[config.mk]
export PLATFORM = sky130hd
export DESIGN_NAME = base64_stream_decoder_flat
export DESIGN_NICKNAME = d
export VERILOG_FILES = /design/src/sv/b64d_pkg.sv /design/src/sv/b64d_if.sv /design/src/sv/b64d_front.sv /design/src/sv/b64d_queue.sv /design/src/sv/b64d_back.sv /design/src/sv/base64_stream_decoder.sv /design/src/flat_wrapper.sv
export SDC_FILE = /design/constraint.sdc
export NUM_CORES = 1
export LEC_CHECK = 0
export ABC_AREA = 1
export BUFFER_PORTS_ARGS = -buffer_cell sky130_fd_sc_hd__buf_2
export CAP_MARGIN = 20
export CELL_PAD_IN_SITES_DETAIL_PLACEMENT = 0
export CELL_PAD_IN_SITES_GLOBAL_PLACEMENT = 1
export CORE_ASPECT_RATIO = 1.1
export CORE_MARGIN = 2
export CORE_UTILIZATION = 42
export DETAILED_ROUTE_END_ITERATION = 8
export GPL_ROUTABILITY_DRIVEN = 0
export PLACE_DENSITY = 0.74
export SYNTH_ARGS = -nofsm -noshare
export SYNTH_HDL_FRONTEND = slang
export SYNTH_HIERARCHICAL = 1
export SYNTH_SLANG_ARGS = --single-unit
[constraint.sdc]
create_clock -name clk -period 4.57 [get_ports clk]
set_input_delay 1.371 -clock clk [delete_from_list [all_inputs] [get_ports clk]]
set_output_delay 1.371 -clock clk [all_outputs]
set_load 0.05 [all_outputs]
[src/sv/b64d_pkg.sv]
// ----------------------------------------------------------------------------
// b64d_pkg
// Shared types, constants and the character map of the base64 stream decoder.
// ----------------------------------------------------------------------------
package b64d_pkg;

  // depth of the group queue between front and back
  localparam int QDEPTH = 4;
  localparam int QPTR_W = $clog2(QDEPTH);

  // character codes with a meaning of their own
  localparam logic [7:0] CH_PLUS  = 8'h2B;
  localparam logic [7:0] CH_SLASH = 8'h2F;
  localparam logic [7:0] CH_PAD   = 8'h3D;

  // sextet values of the two symbol characters
  localparam logic [5:0] SX_PLUS  = 6'd62;
  localparam logic [5:0] SX_SLASH = 6'd63;

  // one decoded group: bytes packed in emission order, index of the final one
  typedef struct packed {
    logic [2:0][7:0] bytes;
    logic [1:0]      last_idx;
  } grp_rec_t;

  // character to {valid, sextet}; pad and unknown codes map to zero
  function automatic logic [6:0] map_char(input logic [7:0] ch);
    logic [7:0] off;
    logic [6:0] res;
    off = 8'h00;
    res = 7'h00;
    case (ch) inside
      [8'h41:8'h5A]: begin
        off = ch - 8'h41;
        res = {1'b1, off[5:0]};
      end
      [8'h61:8'h7A]: begin
        off = ch - 8'h61 + 8'd26;
        res = {1'b1, off[5:0]};
      end
      [8'h30:8'h39]: begin
        off = ch - 8'h30 + 8'd52;
        res = {1'b1, off[5:0]};
      end
      CH_PLUS:  res = {1'b1, SX_PLUS};
      CH_SLASH: res = {1'b1, SX_SLASH};
      CH_PAD:   res = 7'h00;
      default:  res = 7'h00;
    endcase
    return res;
  endfunction

endpackage

[src/sv/b64d_if.sv]
// ----------------------------------------------------------------------------
// b64d_if
// Valid/ready channels of the decoder: characters in, bytes out.
// ----------------------------------------------------------------------------
interface b64d_char_if;
  logic       valid;
  logic       ready;
  logic [7:0] char_code;
  logic       end_of_text;

  modport source (output valid, output char_code, output end_of_text, input ready);
  modport sink (input valid, input char_code, input end_of_text, output ready);
endinterface

interface b64d_byte_if;
  logic       valid;
  logic       ready;
  logic [7:0] data_byte;
  logic       last_of_group;

  modport source (output valid, output data_byte, output last_of_group, input ready);
  modport sink (input valid, input data_byte, input last_of_group, output ready);
endinterface

[src/sv/b64d_front.sv]
// ----------------------------------------------------------------------------
// b64d_front
// Accepts characters, gathers groups of four and pushes decoded groups.
// ----------------------------------------------------------------------------
module b64d_front (
  input  logic                clk,
  input  logic                rst,
  b64d_char_if.sink           text,
  input  logic                q_full,
  output logic                push,
  output b64d_pkg::grp_rec_t  push_rec
);
  import b64d_pkg::*;

  logic [1:0]      group_position;
  logic [2:0][5:0] held_sextets;
  logic [2:0]      held_valid;
  logic            halted;

  logic [6:0] mapped;
  logic [5:0] sext;
  logic       cvalid;
  logic       accept;
  logic       complete;
  logic       good_head;
  logic [5:0] sx_c;
  logic [5:0] sx_d;

  assign text.ready = !q_full;
  assign accept     = text.valid && text.ready;

  // classify the incoming character
  assign mapped = map_char(text.char_code);
  assign sext   = mapped[5:0];
  assign cvalid = mapped[6];

  // group decode on the fourth character
  assign complete  = (group_position == 2'd3);
  assign good_head = held_valid[0] && held_valid[1];
  assign sx_c      = held_valid[2] ? held_sextets[2] : 6'd0;
  assign sx_d      = cvalid ? sext : 6'd0;

  always_comb begin
    logic [7:0] b0;
    logic [7:0] b1;
    logic [7:0] b2;
    b0 = {held_sextets[0], held_sextets[1][5:4]};
    b1 = {held_sextets[1][3:0], sx_c[5:2]};
    b2 = {sx_c[1:0], sx_d};
    push_rec.bytes[0]  = b0;
    push_rec.bytes[1]  = held_valid[2] ? b1 : b2;
    push_rec.bytes[2]  = b2;
    push_rec.last_idx  = 2'({1'b0, held_valid[2]} + {1'b0, cvalid});
  end

  assign push = accept && complete && good_head && !halted;

  // group position, held characters and halt flag
  always_ff @(posedge clk) begin
    if (rst) begin
      group_position <= 2'd0;
      held_valid     <= 3'b000;
      halted         <= 1'b0;
    end else if (accept) begin
      if (!complete) begin
        held_sextets[group_position] <= sext;
        held_valid[group_position]   <= cvalid;
        group_position               <= group_position + 2'd1;
      end else begin
        group_position <= 2'd0;
        held_valid     <= 3'b000;
        if (!good_head) begin
          halted <= 1'b1;
        end
      end
      // end of text drops a partial group and lifts the halt
      if (text.end_of_text) begin
        group_position <= 2'd0;
        held_valid     <= 3'b000;
        halted         <= 1'b0;
      end
    end
  end

endmodule

[src/sv/b64d_queue.sv]
// ----------------------------------------------------------------------------
// b64d_queue
// Short queue of decoded groups between front and back.
// ----------------------------------------------------------------------------
module b64d_queue (
  input  logic                clk,
  input  logic                rst,
  input  logic                push,
  input  b64d_pkg::grp_rec_t  push_rec,
  input  logic                pop,
  output b64d_pkg::grp_rec_t  head_rec,
  output logic                full,
  output logic                empty
);
  import b64d_pkg::*;

  grp_rec_t          slots [QDEPTH];
  logic [QPTR_W-1:0] wr_ptr;
  logic [QPTR_W-1:0] rd_ptr;
  logic [QPTR_W:0]   count;

  assign full     = (count == (QPTR_W + 1)'(QDEPTH));
  assign empty    = (count == '0);
  assign head_rec = slots[rd_ptr];

  // storage
  always_ff @(posedge clk) begin
    if (push) begin
      slots[wr_ptr] <= push_rec;
    end
  end

  // pointers and fill count
  always_ff @(posedge clk) begin
    if (rst) begin
      wr_ptr <= '0;
      rd_ptr <= '0;
      count  <= '0;
    end else begin
      if (push) begin
        wr_ptr <= wr_ptr + 1'b1;
      end
      if (pop) begin
        rd_ptr <= rd_ptr + 1'b1;
      end
      case ({push, pop})
        2'b10:   count <= count + 1'b1;
        2'b01:   count <= count - 1'b1;
        default: count <= count;
      endcase
    end
  end

endmodule

[src/sv/b64d_back.sv]
// ----------------------------------------------------------------------------
// b64d_back
// Takes groups from the queue and sends their bytes one item per cycle while the sink is ready.
// ----------------------------------------------------------------------------
module b64d_back (
  input  logic                clk,
  input  logic                rst,
  input  b64d_pkg::grp_rec_t  head_rec,
  input  logic                q_empty,
  output logic                pop,
  b64d_byte_if.source         data
);
  import b64d_pkg::*;

  grp_rec_t   cur;
  logic       cur_valid;
  logic [1:0] idx;

  logic load_out;
  logic at_last;
  logic finishing;
  logic fetch;

  assign load_out  = !data.valid || data.ready;
  assign at_last   = (idx == cur.last_idx);
  assign finishing = cur_valid && load_out && at_last;
  assign fetch     = (!cur_valid || finishing) && !q_empty;
  assign pop       = fetch;

  // current group and output register
  always_ff @(posedge clk) begin
    if (rst) begin
      data.valid <= 1'b0;
      cur_valid  <= 1'b0;
      idx        <= 2'd0;
    end else begin
      if (load_out) begin
        data.valid <= cur_valid;
        if (cur_valid) begin
          data.data_byte     <= cur.bytes[idx];
          data.last_of_group <= at_last;
          idx                <= idx + 2'd1;
        end
      end
      if (fetch) begin
        cur       <= head_rec;
        cur_valid <= 1'b1;
        idx       <= 2'd0;
      end else if (finishing) begin
        cur_valid <= 1'b0;
      end
    end
  end

endmodule

[src/sv/base64_stream_decoder.sv]
// ----------------------------------------------------------------------------
// base64_stream_decoder
// Streaming base64 decoder, one character in per item, one byte out per item.
// ----------------------------------------------------------------------------
// The decoder takes one character every cycle while the queue is not full
// and sends at most one byte every cycle; a group of four characters yields
// one to three bytes, the last flagged with last_of_group, so the input
// never has to wait on a free-running sink. A byte passes the queue, the
// current group register and the output register after the fourth
// character of its group. A four-entry group queue sets how far output
// stalls can be absorbed before the character input deasserts ready. A
// group whose first or second character is not in the alphabet stops output
// up to the end of the text; end_of_text drops a trailing partial group.
module base64_stream_decoder (
  input  logic        clk,
  input  logic        rst,
  b64d_char_if.sink   text,
  b64d_byte_if.source data
);
  import b64d_pkg::*;

  grp_rec_t push_rec;
  grp_rec_t head_rec;
  logic     push;
  logic     pop;
  logic     q_full;
  logic     q_empty;

  // character intake and group decode
  b64d_front u_front (
    .clk      (clk),
    .rst      (rst),
    .text     (text),
    .q_full   (q_full),
    .push     (push),
    .push_rec (push_rec)
  );

  // decoded group queue
  b64d_queue u_queue (
    .clk      (clk),
    .rst      (rst),
    .push     (push),
    .push_rec (push_rec),
    .pop      (pop),
    .head_rec (head_rec),
    .full     (q_full),
    .empty    (q_empty)
  );

  // byte output
  b64d_back u_back (
    .clk      (clk),
    .rst      (rst),
    .head_rec (head_rec),
    .q_empty  (q_empty),
    .pop      (pop),
    .data     (data)
  );

endmodule

[src/flat_wrapper.sv]
// flat-port wrapper written by rule: the top's interface ports become plain ports
module base64_stream_decoder_flat import b64d_pkg::*;
  (clk, rst, text_valid, text_char_code, text_end_of_text, text_ready, data_valid, data_data_byte, data_last_of_group, data_ready);
  b64d_char_if text_i ();
  b64d_byte_if data_i ();
  input  logic clk;
  input  logic rst;
  input wire logic [$bits(text_i.valid)-1:0] text_valid;
  input wire logic [$bits(text_i.char_code)-1:0] text_char_code;
  input wire logic [$bits(text_i.end_of_text)-1:0] text_end_of_text;
  output wire logic [$bits(text_i.ready)-1:0] text_ready;
  output wire logic [$bits(data_i.valid)-1:0] data_valid;
  output wire logic [$bits(data_i.data_byte)-1:0] data_data_byte;
  output wire logic [$bits(data_i.last_of_group)-1:0] data_last_of_group;
  input wire logic [$bits(data_i.ready)-1:0] data_ready;
  assign text_i.valid = text_valid;
  assign text_i.char_code = text_char_code;
  assign text_i.end_of_text = text_end_of_text;
  assign text_ready = text_i.ready;
  assign data_valid = data_i.valid;
  assign data_data_byte = data_i.data_byte;
  assign data_last_of_group = data_i.last_of_group;
  assign data_i.ready = data_ready;
  base64_stream_decoder u_core (.clk(clk), .rst(rst), .text(text_i), .data(data_i));
endmodule
Word level (Yosys, flattened, before mapping) --
Memory sizes are Yosys's and may differ from the RTL's. A register that Yosys moved wholly into a read port is not among the register bits. Index checks and enable logic that the tools add are counted.
Storage, ports and cells: register bits 44, bits in writable memories 104, input port bits 13, memories kept 1
Cells by class: add/subtract/negate cells 12, magnitude comparators 9, equal/unequal tests 8, multiplexer cells 28, bitwise logic cells 2, reductions and logical operators 29
Memory list:
- u_core.u_queue.slots | depth 4, bits a word 26, rd ports 1, clocked after memory_dff 1, wr ports 1, RTL line b64d_queue.sv:17 | grp_rec_t slots [QDEPTH];
Operators by type and width (number):
- 2-to-1 mux 7 bit | 5
- bitwise mux 18 bit | 1
- 2-to-1 mux 6 bit | 3
- binary-select mux 8 bit (select 2 bit) | 1
- == test 8 x 6 -> 1 bit (second input constant) | 2
- >= comparator 8 x 7 -> 1 bit (second input constant) | 2
- <= comparator 8 x 7 -> 1 bit (second input constant) | 2
- 2-to-1 mux 8 bit | 2
- demux 6 bit (select 2 bit) | 1
- logical AND 1 bit | 12
- subtractor 6 bit (second input constant) | 2
- AND reduction 3 bit | 3
- adder 2 x 1 -> 2 bit (second input constant) | 4
- >= comparator 8 x 6 -> 1 bit (second input constant) | 1
- <= comparator 8 x 6 -> 1 bit (second input constant) | 1
- 2-to-1 mux 1 bit | 8
- adder 6 x 5 -> 6 bit (second input constant) | 1
- adder 6 bit (second input constant) | 1
- < comparator 2 x 3 -> 1 bit (second input constant) | 2
- 2-to-1 mux 3 bit | 2
- case mux 3 bit (2 select lines) | 1
- nonzero test 2 bit | 3
- subtractor 6 x 1 -> 6 bit (second input constant) | 1
- zero test 1 bit | 5
- 17 further kinds | 22

Depth between registers and ports, before layout --
Gate-level depths: netlist (run 1).
word-level depth 9, depth in mapped cells 16, mapped depth without buffers 16

Hierarchy --
The synthesis (run 1) kept the hierarchy.
By module, submodules not included:
- b64d_queue | times used 1, cells each 309, area each 4291.6 µm²
- b64d_front | times used 1, cells each 228, area each 1751.7 µm²
- b64d_back | times used 1, cells each 105, area each 1472.7 µm²

Worst setup path before layout (run 1) --
No wires, ideal clock.
kind input -> register, start in text_valid, end reg u_core.u_queue.count[1], data arrival time 2928 ps, required time 4500 ps, setup slack 1572 ps, stages on the path 7, buffers on the path 0, cell sequence nand2_1 -> nor4_1 -> inv_1 -> ha_1 -> inv_1 -> fa_1 -> a21oi_1
On the way: longest elaborated chain between the ends 6
RTL lines:
- start, declared | RTL line flat_wrapper.sv:8 | input wire logic [$bits(text_i.valid)-1:0] text_valid;
- logical AND 1 bit (*) | RTL line b64d_front.sv:30 | assign accept = text.valid && text.ready;
- logical AND 1 bit (*) (3 in series) | RTL line b64d_front.sv:56 | assign push = accept && complete && good_head && !halted;
- named net u_core.push | RTL line base64_stream_decoder.sv:24 | logic push;
- == test 2 x 1 -> 1 bit or == test 2 bit (tied branches) | RTL line b64d_queue.sv:46 | case ({push, pop})
- case mux 3 bit (2 select lines) or nonzero test 2 bit (tied branches)
- end signal, assigned | RTL line b64d_queue.sv:47 | 2'b10: count <= count + 1'b1;
- end signal, assigned | RTL line b64d_queue.sv:48 | 2'b01: count <= count - 1'b1;
- end signal, assigned | RTL line b64d_queue.sv:49 | default: count <= count;
- end, declared | RTL line b64d_queue.sv:20 | logic [QPTR_W:0] count;
Mark *: on every way through the listed nets, which the timed path passes. The rest lies on a longest branch. A chain may end at the register's enable or synchronous reset.

Worst setup path after layout (run 1) --
start in text_valid, end reg u_core.u_queue.count[2]
The elaborated chain is that of the path after synthesis.

==> tab_implementation.tex, run 1 <==
\begin{tabular}{lr}
\hline
Metric & Value \\
\hline
\multicolumn{2}{l}{\textbf{Clock network}} \\
\quad Post-cts gate resize count & 0 \\
\quad CTS buffer count & 17 \\
\quad Sinks on the clock net & 176 \\
\quad Clock tree from TritonCTS & yes \\
\quad Clock latency at the later pin of the worst-skew pair & 0.42 ns \\
\quad Htree depth & 4 \\
\quad Clock slew seen by the registers of the worst setup and hold paths & 0.06 ns \\
\quad Cell chosen for the clock root & sky130\_fd\_sc\_hd\_\_clkbuf\_16 \\
\quad \# Post-CTS Setup Buffers & 0 \\
\quad Cts hold-fix bufs & 0 \\
\quad Maximum buffer depth of the clock tree & 2 \\
\multicolumn{2}{l}{\textbf{Cells and area}} \\
\quad Post-route non-filler standard cell count & 913 \\
\quad Summed area of non-filler cells in the final layout & 8380 µm² \\
\quad Most common library cell in the layout ignoring fill and taps & sky130\_fd\_sc\_hd\_\_edfxtp\_1 \\
\quad Number of nets in the finished design & 695 \\
\quad Layout cells sized above 1 & 13.0\% \\
\quad Combined area of the multi-input logic cells & 1990 µm² \\
\quad Ant. Diodes & 0 \\
\quad Area growth from synthesis to layout & 11.6\% \\
\quad Total of fill cells in the finished design & 1589 \\
\quad Most frequent cells in the layout & 157 x sky130\_fd\_sc\_hd\_\_edfxtp\_1, 81 x sky130\_fd\_sc\_hd\_\_nand2\_1, 77 x sky130\_fd\_sc\_hd\_\_nor2\_1, 65 x sky130\_fd\_sc\_hd\_\_o21ai\_0, 52 x sky130\_fd\_sc\_hd\_\_inv\_1 \\
\quad Sequential cell area & 5090 µm² \\
\multicolumn{2}{l}{\textbf{Worst setup path}} \\
\quad FF-to-FF Start & u\_core/u\_front/group\_position[1] \\
\quad Launching instance or port of the critical path & text\_valid \\
\quad Endpoint kind of the worst setup timing path & register \\
\quad Critical path class & in -> reg \\
\quad CP Max Fanout & 6 \\
\quad Setup crit start kind & primary input \\
\quad Arrival time at the worst endpoint & 3.39 ns \\
\quad Worst Path Required & 4.92 ns \\
\multicolumn{2}{l}{\textbf{Synth}} \\
\quad Register bit total from synthesis & 176 \\
\quad Net Count, Synth & 675 \\
\quad Syn\_area\_per\_cell & 11.7 µm² \\
\quad Number of distinct library cells after synthesis & 34 \\
\quad Largest area contributor in the netlist & sky130\_fd\_sc\_hd\_\_edfxtp\_1 \\
\quad Portion of the post-synthesis area used by sequential elements & 67.8\% \\
\quad Synthesized netlist cell count & 642 \\
\quad Yosys top cell area share & 62.7\% \\
\quad Leading post-synthesis cells by cell area & sky130\_fd\_sc\_hd\_\_edfxtp\_1 63\%, sky130\_fd\_sc\_hd\_\_dfxtp\_1 5.1\%, sky130\_fd\_sc\_hd\_\_o21ai\_0 4.3\% \\
\quad Netlist area before placement & 7520 µm² \\
\quad Yosys Warn Count & 6 \\
\multicolumn{2}{l}{\textbf{Timing}} \\
\quad PnR worst setup slack & 1.54 ns \\
\quad Unrepaired setup endpoints after global routing & false \\
\quad Worst Max-Slew Pin Slew & 0.756 ns \\
\quad Number of pins with negative max-slew slack in the final report & 0 \\
\quad Final setup vio count & 0 \\
\quad Highest attainable clock frequency & 330 MHz \\
\quad Share of the clock period used by the worst path after layout & 66.4\% \\
\quad Period minus WS final & 3.03 ns \\
\quad Relative slew margins & 49.1\% \\
\quad Fin. Hold Viols & 0 \\
\quad Min Hold Slack & 0.450 ns \\
\quad Post-Route Setup TNS & 0 ns \\
\quad Final clock skew & 0.0113 ns \\
\multicolumn{2}{l}{\textbf{Job}} \\
\quad Max-cap check violation count & 0 \\
\multicolumn{2}{l}{\textbf{Pwr}} \\
\quad P\_int & 3.10 mW \\
\quad Switching part of the total & 29.4\% \\
\quad Sequential Power Share & 46.2\% \\
\quad Leakage power & 3.17 nW \\
\quad Total power density per cell area & 524 nW/µm² \\
\quad Maximum VDD drop & 0.272 mV \\
\quad Switching power & 1.29 mW \\
\quad Share of total power in the clock network & 32.9\% \\
\quad Comb power frac & 20.9\% \\
\multicolumn{2}{l}{\textbf{GRT}} \\
\quad All-Layer GR Usage & 14.9\% \\
\quad Peak-usage layer in the global routing report & met2 \\
\quad Number of global-route vias before repair & 4423 \\
\quad Number of antenna violations at the first check in global routing & 0 \\
\quad Total congestion overflow & 0 \\
\quad Met2 track demand over resource in global routing & 27.1\% \\
\quad Largest net degree at the start of global routing & 54 \\
\quad Met1 track utilization from global routing & 17.1\% \\
\quad Global-route wire length before repair & 21.7 mm \\
\quad Met3 track demand over resource in global routing & 3.51\% \\
\multicolumn{2}{l}{\textbf{Placed design}} \\
\quad \# placed instances & 881 \\
\quad Detailed placement HPWL & 9.19 mm \\
\quad PortBufs & 23 \\
\quad Place WS & 1.18 ns \\
\quad Area after detailed placement & 7780 µm² \\
\multicolumn{2}{l}{\textbf{Routing}} \\
\quad Total iterations of the first detailed-routing run & 5 \\
\quad Avg WL per Cell & 15.2 µm \\
\quad Remaining design rule violation count & 0 \\
\quad DR vias & 4673 \\
\quad Mean number of vias per cell & 5.12 \\
\quad Count of antenna-violating nets left after detailed routing & 0 \\
\quad Routed Wire Length & 13.9 mm \\
\quad Number of violations reported at the end of detailed-routing iteration 0 & 302 \\
\multicolumn{2}{l}{\textbf{Worst hold path}} \\
\quad Class of the tightest hold or removal check & reg -> reg \\
\quad Hold Startpoint & u\_core/u\_queue/rd\_ptr[1] \\
\multicolumn{2}{l}{\textbf{Status}} \\
\quad Run status & complete, no violations \\
\multicolumn{2}{l}{\textbf{Floorplan}} \\
\quad Die width & 132 µm \\
\quad Die Y-Extent & 144 µm \\
\quad Total I/O pin count & 24 \\
\quad Initial Utilization & 42.7\% \\
\quad Placeable Area & 17600 µm² \\
\quad Site Rows & 51 \\
\quad Die Footprint & 19000 µm² \\
\hline
\end{tabular}
-- layout make-up --
type | instances | area share (%)
clock inverter | 6 | 0.761
timing repair buffer | 30 | 2.00
inverter | 60 | 2.72
sequential | 176 | 60.8
clock buffer | 26 | 6.49
tap | 238 | 3.55
multi-input combinational | 377 | 23.7
-- synth_stat cells --
master	n
sky130_fd_sc_hd__edfxtp_1	157
sky130_fd_sc_hd__nand2_1	81
sky130_fd_sc_hd__nor2_1	77
sky130_fd_sc_hd__o21ai_0	65
sky130_fd_sc_hd__inv_1	52
sky130_fd_sc_hd__nand3_1	34
sky130_fd_sc_hd__o22ai_1	26
sky130_fd_sc_hd__dfxtp_1	19
sky130_fd_sc_hd__ha_1	19
sky130_fd_sc_hd__buf_4	17
sky130_fd_sc_hd__o21ai_1	17
sky130_fd_sc_hd__a21oi_1	12
sky130_fd_sc_hd__nand2_2	10
sky130_fd_sc_hd__buf_2	8
sky130_fd_sc_hd__inv_2	7
sky130_fd_sc_hd__xor2_1	7
sky130_fd_sc_hd__nor3_1	5
sky130_fd_sc_hd__nand3_2	4
sky130_fd_sc_hd__nor2_2	4
sky130_fd_sc_hd__buf_6	3
sky130_fd_sc_hd__nand4_1	3
sky130_fd_sc_hd__nand3b_1	2
sky130_fd_sc_hd__nor4_1	2
sky130_fd_sc_hd__a211oi_1	1
sky130_fd_sc_hd__a21oi_2	1
sky130_fd_sc_hd__a31oi_1	1
sky130_fd_sc_hd__and2_1	1
sky130_fd_sc_hd__clkbuf_1	1
sky130_fd_sc_hd__fa_1	1
sky130_fd_sc_hd__inv_4	1
sky130_fd_sc_hd__nand2_4	1
sky130_fd_sc_hd__nand4_2	1
sky130_fd_sc_hd__nor2_4	1
sky130_fd_sc_hd__nor3_2	1
-- state kept, by name, summed over array words and instances, names as in the netlist, 3 cells and up, named ones only --
| register | count |
|---|---|
| u_core/u_back/cur | 26 |
| u_core/u_back/data.data_byte | 8 |
| u_core/u_front/held_sextets | 10 |
| u_core/u_front/held_valid | 3 |
| u_core/u_front/push_rec | 8 |
| u_core/u_queue/count | 3 |
| u_core/u_queue/slots | 104 |
-- metrics by stage --
step	power (mW)	util [%]
6_report	4.39	47.6
5_1_grt	4.61	47.6
3_3_place_gp	2.95	44.2
3_5_place_dp	2.98	44.2
2_1_floorplan	2.78	-
4_1_cts	4.42	47.6
-- final timing paths --
kind	end	slack, ns	cells after the start
max	u_core/u_queue/count[2]	1.54	13
min	register	0.45	1
max reg2reg	u_core/u_queue/count[2]	1.98	13
min reg2reg	register	0.45	1
-- metal layers --
layer	part of all wire [%]	wire [µm]
met5	0	0
met4	1.4	196
met3	4.7	653
met2	51	7160
met1	42	5920
-- power by group through the flow --
stage	sequential [mW]	combinational, mW	clock, mW
after detailed placement	2.07	0.916	0
after CTS	2.03	0.921	1.47
after floorplan	2.11	0.670	0
after global placement	2.06	0.887	0
final	2.03	0.917	1.45
after global routing	2.05	1.02	1.54
-- kinds of logic after synthesis --
kind of cell / count (synthesis) / synth area share (%)
fa+ha+maj: 20 / 3.43
compound gates: 123 / 8.72
simple gates: 227 / 13.5
flops: 176 / 67.8
xor+xnor: 7 / 0.816
buf+inv: 89 / 5.76
-- critical path, stage by stage --
cell and delay (ns):
sky130_fd_sc_hd__buf_2 0.08, sky130_fd_sc_hd__nand2_1 0.11, sky130_fd_sc_hd__nor4_1 0.60, sky130_fd_sc_hd__inv_1 0.23, sky130_fd_sc_hd__ha_1 0.28, sky130_fd_sc_hd__inv_1 0.08
sky130_fd_sc_hd__fa_1 0.19, sky130_fd_sc_hd__inv_1 0.04, sky130_fd_sc_hd__nand2_1 0.08, sky130_fd_sc_hd__nand3_1 0.09, sky130_fd_sc_hd__nand2_1 0.08, sky130_fd_sc_hd__inv_1 0.05
sky130_fd_sc_hd__nor2_1 0.10
No activity file was read; power rests on OpenSTA's default activity.
==> inputs of run 2 (changes only) <==
Settings changed: ABC_AREA 1 to 0, PLACE_DENSITY 0.74 to 0.73.
Clock period 4.57 ns to 2.7 ns, I/O delays scaled along.
==> run 2 against run 1 <==
Effect of this change: critical path depth down 4; core utilization is 3.0 points higher; clock power grew 71%; register-to-register slack worse by 1.8 ns; critical path type is now reg -> reg; synthesized area is 1.4% lower; sequential share of layout area down 2.0 points.
==> tab_implementation.tex, run 2 <==
\begin{tabular}{lr}
\hline
Metric & Value \\
\hline
\multicolumn{2}{l}{\textbf{Clock network}} \\
\quad Maximum buffer depth of the clock tree & 2 \\
\quad Sinks on the clock net & 176 \\
\quad Cts hold-fix bufs & 0 \\
\quad Htree depth & 4 \\
\quad \# Post-CTS Setup Buffers & 0 \\
\quad Post-cts gate resize count & 0 \\
\quad CTS buffer count & 17 \\
\quad Cell chosen for the clock root & sky130\_fd\_sc\_hd\_\_clkbuf\_16 \\
\quad Clock slew seen by the registers of the worst setup and hold paths & 0.06 ns \\
\quad Clock tree from TritonCTS & yes \\
\quad Clock latency at the later pin of the worst-skew pair & 0.42 ns \\
\multicolumn{2}{l}{\textbf{Worst hold path}} \\
\quad Capture endpoint of the worst hold path & u\_core/u\_queue/slots[3][3] \\
\quad Hold Startpoint & u\_core/u\_front/push\_rec[3] \\
\quad Hold path cells & 0 \\
\quad Class of the tightest hold or removal check & reg -> reg \\
\multicolumn{2}{l}{\textbf{Synth}} \\
\quad Yosys top cell area share & 63.6\% \\
\quad Synthesized netlist cell count & 442 \\
\quad Leading cell type by number of instances after synthesis & sky130\_fd\_sc\_hd\_\_edfxtp\_1 \\
\quad Syn\_area\_per\_cell & 16.8 µm² \\
\quad Yosys Warn Count & 6 \\
\quad Leading post-synthesis cells by cell area & sky130\_fd\_sc\_hd\_\_edfxtp\_1 64\%, sky130\_fd\_sc\_hd\_\_mux4\_2 6.1\%, sky130\_fd\_sc\_hd\_\_dfxtp\_1 5.1\% \\
\quad List of most frequent post-synthesis cells & 157 x sky130\_fd\_sc\_hd\_\_edfxtp\_1, 22 x sky130\_fd\_sc\_hd\_\_nand2\_1, 21 x sky130\_fd\_sc\_hd\_\_nor2\_1 \\
\quad Number of distinct library cells after synthesis & 62 \\
\quad Register bit total from synthesis & 176 \\
\quad Number of enable-type register cells in the synthesized netlist & 157 \\
\quad Largest area contributor in the netlist & sky130\_fd\_sc\_hd\_\_edfxtp\_1 \\
\quad Most used DFF post-synth & sky130\_fd\_sc\_hd\_\_edfxtp\_1 \\
\quad Netlist area before placement & 7410 µm² \\
\quad Share of flip-flops with an asynchronous set or reset & 0\% \\
\quad Portion of the post-synthesis area used by sequential elements & 68.7\% \\
\quad Net Count, Synth & 475 \\
\multicolumn{2}{l}{\textbf{Routing}} \\
\quad Avg WL per Cell & 17.0 µm \\
\quad Number of violations reported at the end of detailed-routing iteration 0 & 259 \\
\quad Total iterations of the first detailed-routing run & 5 \\
\quad Routed Wire Length & 12.8 mm \\
\quad Mean number of vias per cell & 5.19 \\
\quad Remaining design rule violation count & 0 \\
\quad DR vias & 3915 \\
\quad Count of antenna-violating nets left after detailed routing & 0 \\
\multicolumn{2}{l}{\textbf{Floorplan}} \\
\quad Die width & 131 µm \\
\quad Die Footprint & 18700 µm² \\
\quad Initial Utilization & 43.2\% \\
\quad Placeable Area & 17100 µm² \\
\quad Site Rows & 50 \\
\quad Die Y-Extent & 143 µm \\
\quad Total I/O pin count & 24 \\
\multicolumn{2}{l}{\textbf{Placed design}} \\
\quad PortBufs & 23 \\
\quad Place WS & -0.147 ns \\
\quad Detailed placement HPWL & 8.44 mm \\
\multicolumn{2}{l}{\textbf{GRT}} \\
\quad Total congestion overflow & 0 \\
\quad Global-route wire length before repair & 20.8 mm \\
\quad Met3 track demand over resource in global routing & 3.35\% \\
\quad Largest net degree at the start of global routing & 27 \\
\quad Peak-usage layer in the global routing report & met2 \\
\quad Number of global-route vias before repair & 3975 \\
\quad All-Layer GR Usage & 15.0\% \\
\quad Met2 track demand over resource in global routing & 25.7\% \\
\quad Met1 track utilization from global routing & 19.0\% \\
\quad Number of antenna violations at the first check in global routing & 0 \\
\multicolumn{2}{l}{\textbf{Worst setup path}} \\
\quad Worst reg2reg path depth & 9 \\
\quad Critical path class & reg -> reg \\
\quad R2r endpoint & u\_core/u\_queue/count[2] \\
\quad Setup crit start kind & register \\
\quad Launching instance or port of the critical path & u\_core/u\_queue/count[0] \\
\quad CP Max Fanout & 5 \\
\quad Register-to-register setup slack & 0.20 ns \\
\quad FF-to-FF Start & u\_core/u\_queue/count[0] \\
\quad Arrival time at the worst endpoint & 2.85 ns \\
\quad Endpoint kind of the worst setup timing path & register \\
\quad Worst Path Required & 3.05 ns \\
\multicolumn{2}{l}{\textbf{Timing}} \\
\quad Number of pins with negative max-slew slack in the final report & 0 \\
\quad Highest attainable clock frequency & 401 MHz \\
\quad PnR worst setup slack & 0.204 ns \\
\quad Post-Route Setup TNS & 0 ns \\
\quad Final clock skew & 0.0108 ns \\
\quad Worst Max-Slew Pin Slew & 0.856 ns \\
\quad Final setup vio count & 0 \\
\quad Relative slew margins & 42.5\% \\
\quad Unrepaired setup endpoints after global routing & false \\
\quad Fin. Hold Viols & 0 \\
\quad Min Hold Slack & 0.494 ns \\
\quad Share of the clock period used by the worst path after layout & 92.4\% \\
\quad Period minus WS final & 2.50 ns \\
\multicolumn{2}{l}{\textbf{Pwr}} \\
\quad Sequential Power Share & 46.4\% \\
\quad Maximum VDD drop & 0.460 mV \\
\quad Total power density per cell area & 844 nW/µm² \\
\quad Switching power & 1.87 mW \\
\quad Share of total power in the clock network & 33.9\% \\
\quad Comb power frac & 19.7\% \\
\quad Switching part of the total & 25.6\% \\
\quad P\_int & 5.44 mW \\
\quad Leakage power & 3.01 nW \\
\multicolumn{2}{l}{\textbf{Cells and area}} \\
\quad Most common library cell in the layout ignoring fill and taps & sky130\_fd\_sc\_hd\_\_edfxtp\_1 \\
\quad Combined area of the multi-input logic cells & 2080 µm² \\
\quad Ant. Diodes & 0 \\
\quad Post-layout util & 50.6\% \\
\quad Layout cells sized above 1 & 26.3\% \\
\quad Reg with most FFs & u\_core/u\_queue/slots \\
\quad Sequential cell area & 5090 µm² \\
\quad Most frequent cells in the layout & 157 x sky130\_fd\_sc\_hd\_\_edfxtp\_1, 41 x sky130\_fd\_sc\_hd\_\_buf\_4, 23 x sky130\_fd\_sc\_hd\_\_buf\_2, 22 x sky130\_fd\_sc\_hd\_\_nand2\_1, 21 x sky130\_fd\_sc\_hd\_\_nor2\_1 \\
\quad Number of nets in the finished design & 540 \\
\quad Biggest registers after layout & u\_core/u\_queue/slots: 104 flops, u\_core/u\_back/cur: 26 flops, u\_core/u\_front/held\_sextets: 10 flops \\
\quad Max FFs per register & 104 \\
\quad Total of fill cells in the finished design & 1439 \\
\quad Area growth from synthesis to layout & 16.9\% \\
\multicolumn{2}{l}{\textbf{Status}} \\
\quad Run status & complete, no violations \\
\multicolumn{2}{l}{\textbf{Job}} \\
\quad Max-cap check violation count & 0 \\
\hline
\end{tabular}
-- run 2: routing by layer --
metal / vias to the layer above / wire length [µm]
met4: 0 / 192
li1: 1826 / -
met1: 1963 / 5640
met5: - / 0
met2: 105 / 6530
met3: 21 / 442
-- run 2: area by class of cell --
| cell class | instances | area share (%) |
|---|---|---|
| Clock buffer | 20 | 5.04 |
| Inverter | 19 | 0.823 |
| Multi-Input combinational cell | 224 | 24.0 |
| Tap cell | 234 | 3.38 |
| Timing Repair Buffer | 69 | 6.03 |
| Clock inverter | 12 | 1.91 |
| Sequential cell | 176 | 58.8 |
-- run 2: power groups by stage --
stage | sequential [mW] | clock, mW | combinational [mW]
floorplan | 3.54 | 0 | 1.01
global route | 3.42 | 2.63 | 1.58
global placement | 3.44 | 0 | 1.42
finish | 3.40 | 2.48 | 1.44
detailed placement | 3.45 | 0 | 1.45
CTS | 3.40 | 2.53 | 1.46
-- run 2: worst max-delay path by stage --
stage	end	slack, ns	cells after the start
5_1_grt	u_core/u_queue/count[2]	0.05	9
6_report	u_core/u_queue/count[2]	0.20	9
3_5_place_dp	u_core/u_queue/slots[3][14]	-0.15	9
4_1_cts	u_core/u_queue/count[2]	0.21	9
3_3_place_gp	u_core/u_queue/slots[0][14]	-0.07	9
2_1_floorplan	u_core/u_queue/slots[0][13]	0.02	9
-- run 2: through the flow --
stage	power, mW	instances	cell area (µm²)
3_5_place_dp	4.91	722	8070
4_1_cts	7.38	754	8670
2_1_floorplan	4.55	442	7430
3_3_place_gp	4.86	722	8070
6_report	7.32	754	8670
5_1_grt	7.63	754	8670
-- run 2: cells by family after synthesis --
group | count (synthesis) | synth area share (%)
multiplexers | 42 | 10.4
adder cells (fa/ha/maj) | 20 | 3.48
buffers and inverters | 42 | 3.41
XOR/XNOR | 11 | 1.30
AO/OA/AOI/OAI | 56 | 5.54
AND/OR/NAND/NOR | 95 | 7.11
flip-flops | 176 | 68.7
-- run 2: worst max-delay path, cell delays in order, from the launching register on --
cell and delay, ns:
sky130_fd_sc_hd__dfxtp_1 0.34, sky130_fd_sc_hd__nor3_1 0.70, sky130_fd_sc_hd__or2_2 0.26, sky130_fd_sc_hd__o41ai_4 0.10
sky130_fd_sc_hd__ha_1 0.25, sky130_fd_sc_hd__inv_1 0.07, sky130_fd_sc_hd__fa_1 0.18, sky130_fd_sc_hd__xor2_1 0.08
sky130_fd_sc_hd__or3_1 0.31, sky130_fd_sc_hd__a21oi_1 0.13
==> inputs of run 3 (changes only) <==
Settings changed: GPL_TIMING_DRIVEN set to 0.
==> run 3 against run 2 <==
Effect of this change: non-clock buffer count fell by 12; clock skew shrank 0.0052 ns; fmax shrank 4.9%; critical path depth up 2; hold slack improved by 0.0065 ns; combinational power is 5% higher; clock-buffer cell count did not move; register-to-register slack worse by 0.04 ns; critical endpoint is now u_core/u_queue/slots[0][10]; largest cell class unchanged; highest routed layer unchanged.
==> tab_implementation.tex, run 3 (synthesis gave the netlist of run 2 again) <==
\begin{tabular}{lr}
\hline
Metric & Value \\
\hline
\multicolumn{2}{l}{\textbf{Status}} \\
\quad Run status & complete, no violations \\
\multicolumn{2}{l}{\textbf{Timing}} \\
\quad Share of the clock period used by the worst path after layout & 97.2\% \\
\quad Period minus WS final & 2.62 ns \\
\quad Worst Max-Slew Pin Slew & 0.910 ns \\
\quad Final clock skew & 0.00566 ns \\
\quad Unrepaired setup endpoints after global routing & true \\
\quad Highest attainable clock frequency & 381 MHz \\
\quad Final setup vio count & 0 \\
\quad Number of pins with negative max-slew slack in the final report & 0 \\
\quad Relative slew margins & 39.2\% \\
\quad Fin. Hold Viols & 0 \\
\quad PnR worst setup slack & 0.0751 ns \\
\quad Post-Route Setup TNS & 0 ns \\
\multicolumn{2}{l}{\textbf{Worst setup path}} \\
\quad Setup crit start kind & primary input \\
\quad Kind of cell adding the most delay to the critical path & multiplexers \\
\quad Number of buffers and inverters on the critical path & 4 \\
\quad Stages on worst setup path & 11 \\
\quad Critical path class & in -> reg \\
\quad CP Max Fanout & 10 \\
\quad Arrival time at the worst endpoint & 2.90 ns \\
\quad Worst reg2reg path depth & 8 \\
\quad Register-to-register setup slack & 0.16 ns \\
\quad Worst Path Required & 2.98 ns \\
\quad Ordered cell list for the critical path & buf\_2 > buf\_2 > inv\_2 > ha\_2 > a21o\_1 > o211a\_1 > nand2\_1 > o211ai\_1 > buf\_4 > mux2i\_2 > mux2\_2 \\
\quad Endpoint kind of the worst setup timing path & register \\
\quad Most common cell type on the critical path & sky130\_fd\_sc\_hd\_\_buf\_2 \\
\quad Slowest cell delay on critical path & 0.35 ns \\
\quad Worst path slowest cell & sky130\_fd\_sc\_hd\_\_mux2i\_2 \\
\multicolumn{2}{l}{\textbf{Cells and area}} \\
\quad Reg with most FFs & u\_core/u\_queue/slots \\
\quad Area growth from synthesis to layout & 16.7\% \\
\quad Ant. Diodes & 0 \\
\quad Layout cells sized above 1 & 27.8\% \\
\quad Biggest registers after layout & u\_core/u\_queue/slots: 104 flops, u\_core/u\_back/cur: 26 flops, u\_core/u\_front/held\_sextets: 10 flops \\
\quad Post-layout util & 50.5\% \\
\quad Number of nets in the finished design & 528 \\
\quad Max FFs per register & 104 \\
\quad Most common library cell in the layout ignoring fill and taps & sky130\_fd\_sc\_hd\_\_edfxtp\_1 \\
\quad Most frequent cells in the layout & 157 x sky130\_fd\_sc\_hd\_\_edfxtp\_1, 29 x sky130\_fd\_sc\_hd\_\_buf\_2, 22 x sky130\_fd\_sc\_hd\_\_nand2\_1, 20 x sky130\_fd\_sc\_hd\_\_nor2\_1, 20 x sky130\_fd\_sc\_hd\_\_mux4\_2 \\
\multicolumn{2}{l}{\textbf{Job}} \\
\quad Max-cap check violation count & 0 \\
\multicolumn{2}{l}{\textbf{Clock network}} \\
\quad Cell chosen for the clock root & sky130\_fd\_sc\_hd\_\_clkbuf\_16 \\
\quad Clock slew seen by the registers of the worst setup and hold paths & 0.06 ns \\
\quad Clock tree from TritonCTS & yes \\
\quad Clock latency at the later pin of the worst-skew pair & 0.41 ns \\
\quad Sinks on the clock net & 176 \\
\quad CTS buffer count & 17 \\
\quad Htree depth & 4 \\
\quad Maximum buffer depth of the clock tree & 2 \\
\multicolumn{2}{l}{\textbf{Worst hold path}} \\
\quad Class of the tightest hold or removal check & reg -> reg \\
\quad Hold path cells & 2 \\
\multicolumn{2}{l}{\textbf{Placed design}} \\
\quad Detailed placement HPWL & 8.46 mm \\
\quad PortBufs & 22 \\
\quad Place WS & -0.668 ns \\
\multicolumn{2}{l}{\textbf{Pwr}} \\
\quad Share of total power in the clock network & 34.3\% \\
\quad Leakage power & 2.97 nW \\
\quad Overall power after layout & 7.47 mW \\
\quad Switching part of the total & 25.3\% \\
\quad Comb power frac & 20.2\% \\
\quad Switching power & 1.89 mW \\
\quad Maximum VDD drop & 0.446 mV \\
\quad Total power density per cell area & 863 nW/µm² \\
\quad P\_int & 5.58 mW \\
\quad Sequential Power Share & 45.5\% \\
\multicolumn{2}{l}{\textbf{GRT}} \\
\quad All-Layer GR Usage & 14.8\% \\
\quad Number of antenna violations at the first check in global routing & 0 \\
\quad Global-route wire length before repair & 20.3 mm \\
\quad Largest net degree at the start of global routing & 27 \\
\quad Number of global-route vias before repair & 3833 \\
\quad Total congestion overflow & 0 \\
\multicolumn{2}{l}{\textbf{Routing}} \\
\quad Routed Wire Length & 12.7 mm \\
\quad Count of antenna-violating nets left after detailed routing & 0 \\
\quad DR vias & 3803 \\
\quad Avg WL per Cell & 17.1 µm \\
\quad Remaining design rule violation count & 0 \\
\quad Mean number of vias per cell & 5.13 \\
\quad Total iterations of the first detailed-routing run & 5 \\
\quad Number of violations reported at the end of detailed-routing iteration 0 & 300 \\
\multicolumn{2}{l}{\textbf{Floorplan}} \\
\quad Die Y-Extent & 143 µm \\
\quad Die Footprint & 18700 µm² \\
\quad Placeable Area & 17100 µm² \\
\quad Site Rows & 50 \\
\quad Initial Utilization & 43.2\% \\
\quad Total I/O pin count & 24 \\
\quad Die width & 131 µm \\
\hline
\end{tabular}
run 3: timing repair:
action | 4_1_cts | 5_1_grt
setup endpoints to repair | 28 | 49
gates resized for setup | 4 | 15
setup buffers | 0 | 8
gates cloned | 0 | 0
hold buffers | 0 | 0
pin swaps | 1 | 7
run 3: layer usage:
layer  vias to the layer above  part of all wire [%]  track usage [%]
li1                       1808                     -                -
met1                      1912                    44             18.6
met2                        74                    52             24.8
met3                         9                   3.5             4.58
met4                         0                   1.1             4.54
met5                         -                     0                0
run 3: worst paths after layout:
path | end | start
min reg2reg | u_core/u_front/group_position[1] | u_core/u_front/group_position[1]
max reg2reg | u_core/u_queue/count[2] | u_core/u_back/cur[0]
min | u_core/u_front/group_position[1] | u_core/u_front/group_position[1]
max | u_core/u_queue/slots[0][10] | text_char_code[2]
run 3: per-stage QoR:
step                hold slack, ns  area [µm²]  cells
floorplan                    0.465        7430    442
global placement             0.478        7830    698
detailed placement           0.488        7860    701
CTS                          0.498        8510    733
global route                 0.517        8650    742
finish                       0.500        8650    742
run 3: worst reg2reg max path, stage by stage, from the launching register on:
cell and delay, ns:
sky130_fd_sc_hd__edfxtp_1 0.38, sky130_fd_sc_hd__xor2_1 0.20, sky130_fd_sc_hd__o41ai_4 0.57, sky130_fd_sc_hd__ha_2 0.30, sky130_fd_sc_hd__inv_1 0.05, sky130_fd_sc_hd__fa_1 0.38
sky130_fd_sc_hd__xor2_1 0.16, sky130_fd_sc_hd__or3_1 0.30, sky130_fd_sc_hd__a21oi_1 0.13
run 3: area by class of cell:
cell class	instances	area, µm²
fill	1462	8490
sequential	176	5090
multi-input combinational	224	2190
clock buffer	20	437
tap	234	293
timing repair buffer	34	200
clock inverter	12	189
buffer	23	181
inverter	19	71.3
run 3: power by group through the flow:
stage	combinational [mW]	sequential, mW	clock, mW
after global routing	1.66	3.42	2.75
after global placement	1.40	3.45	0
after detailed placement	1.45	3.46	0
final	1.51	3.40	2.56
after floorplan	1.01	3.54	0
after CTS	1.45	3.40	2.63
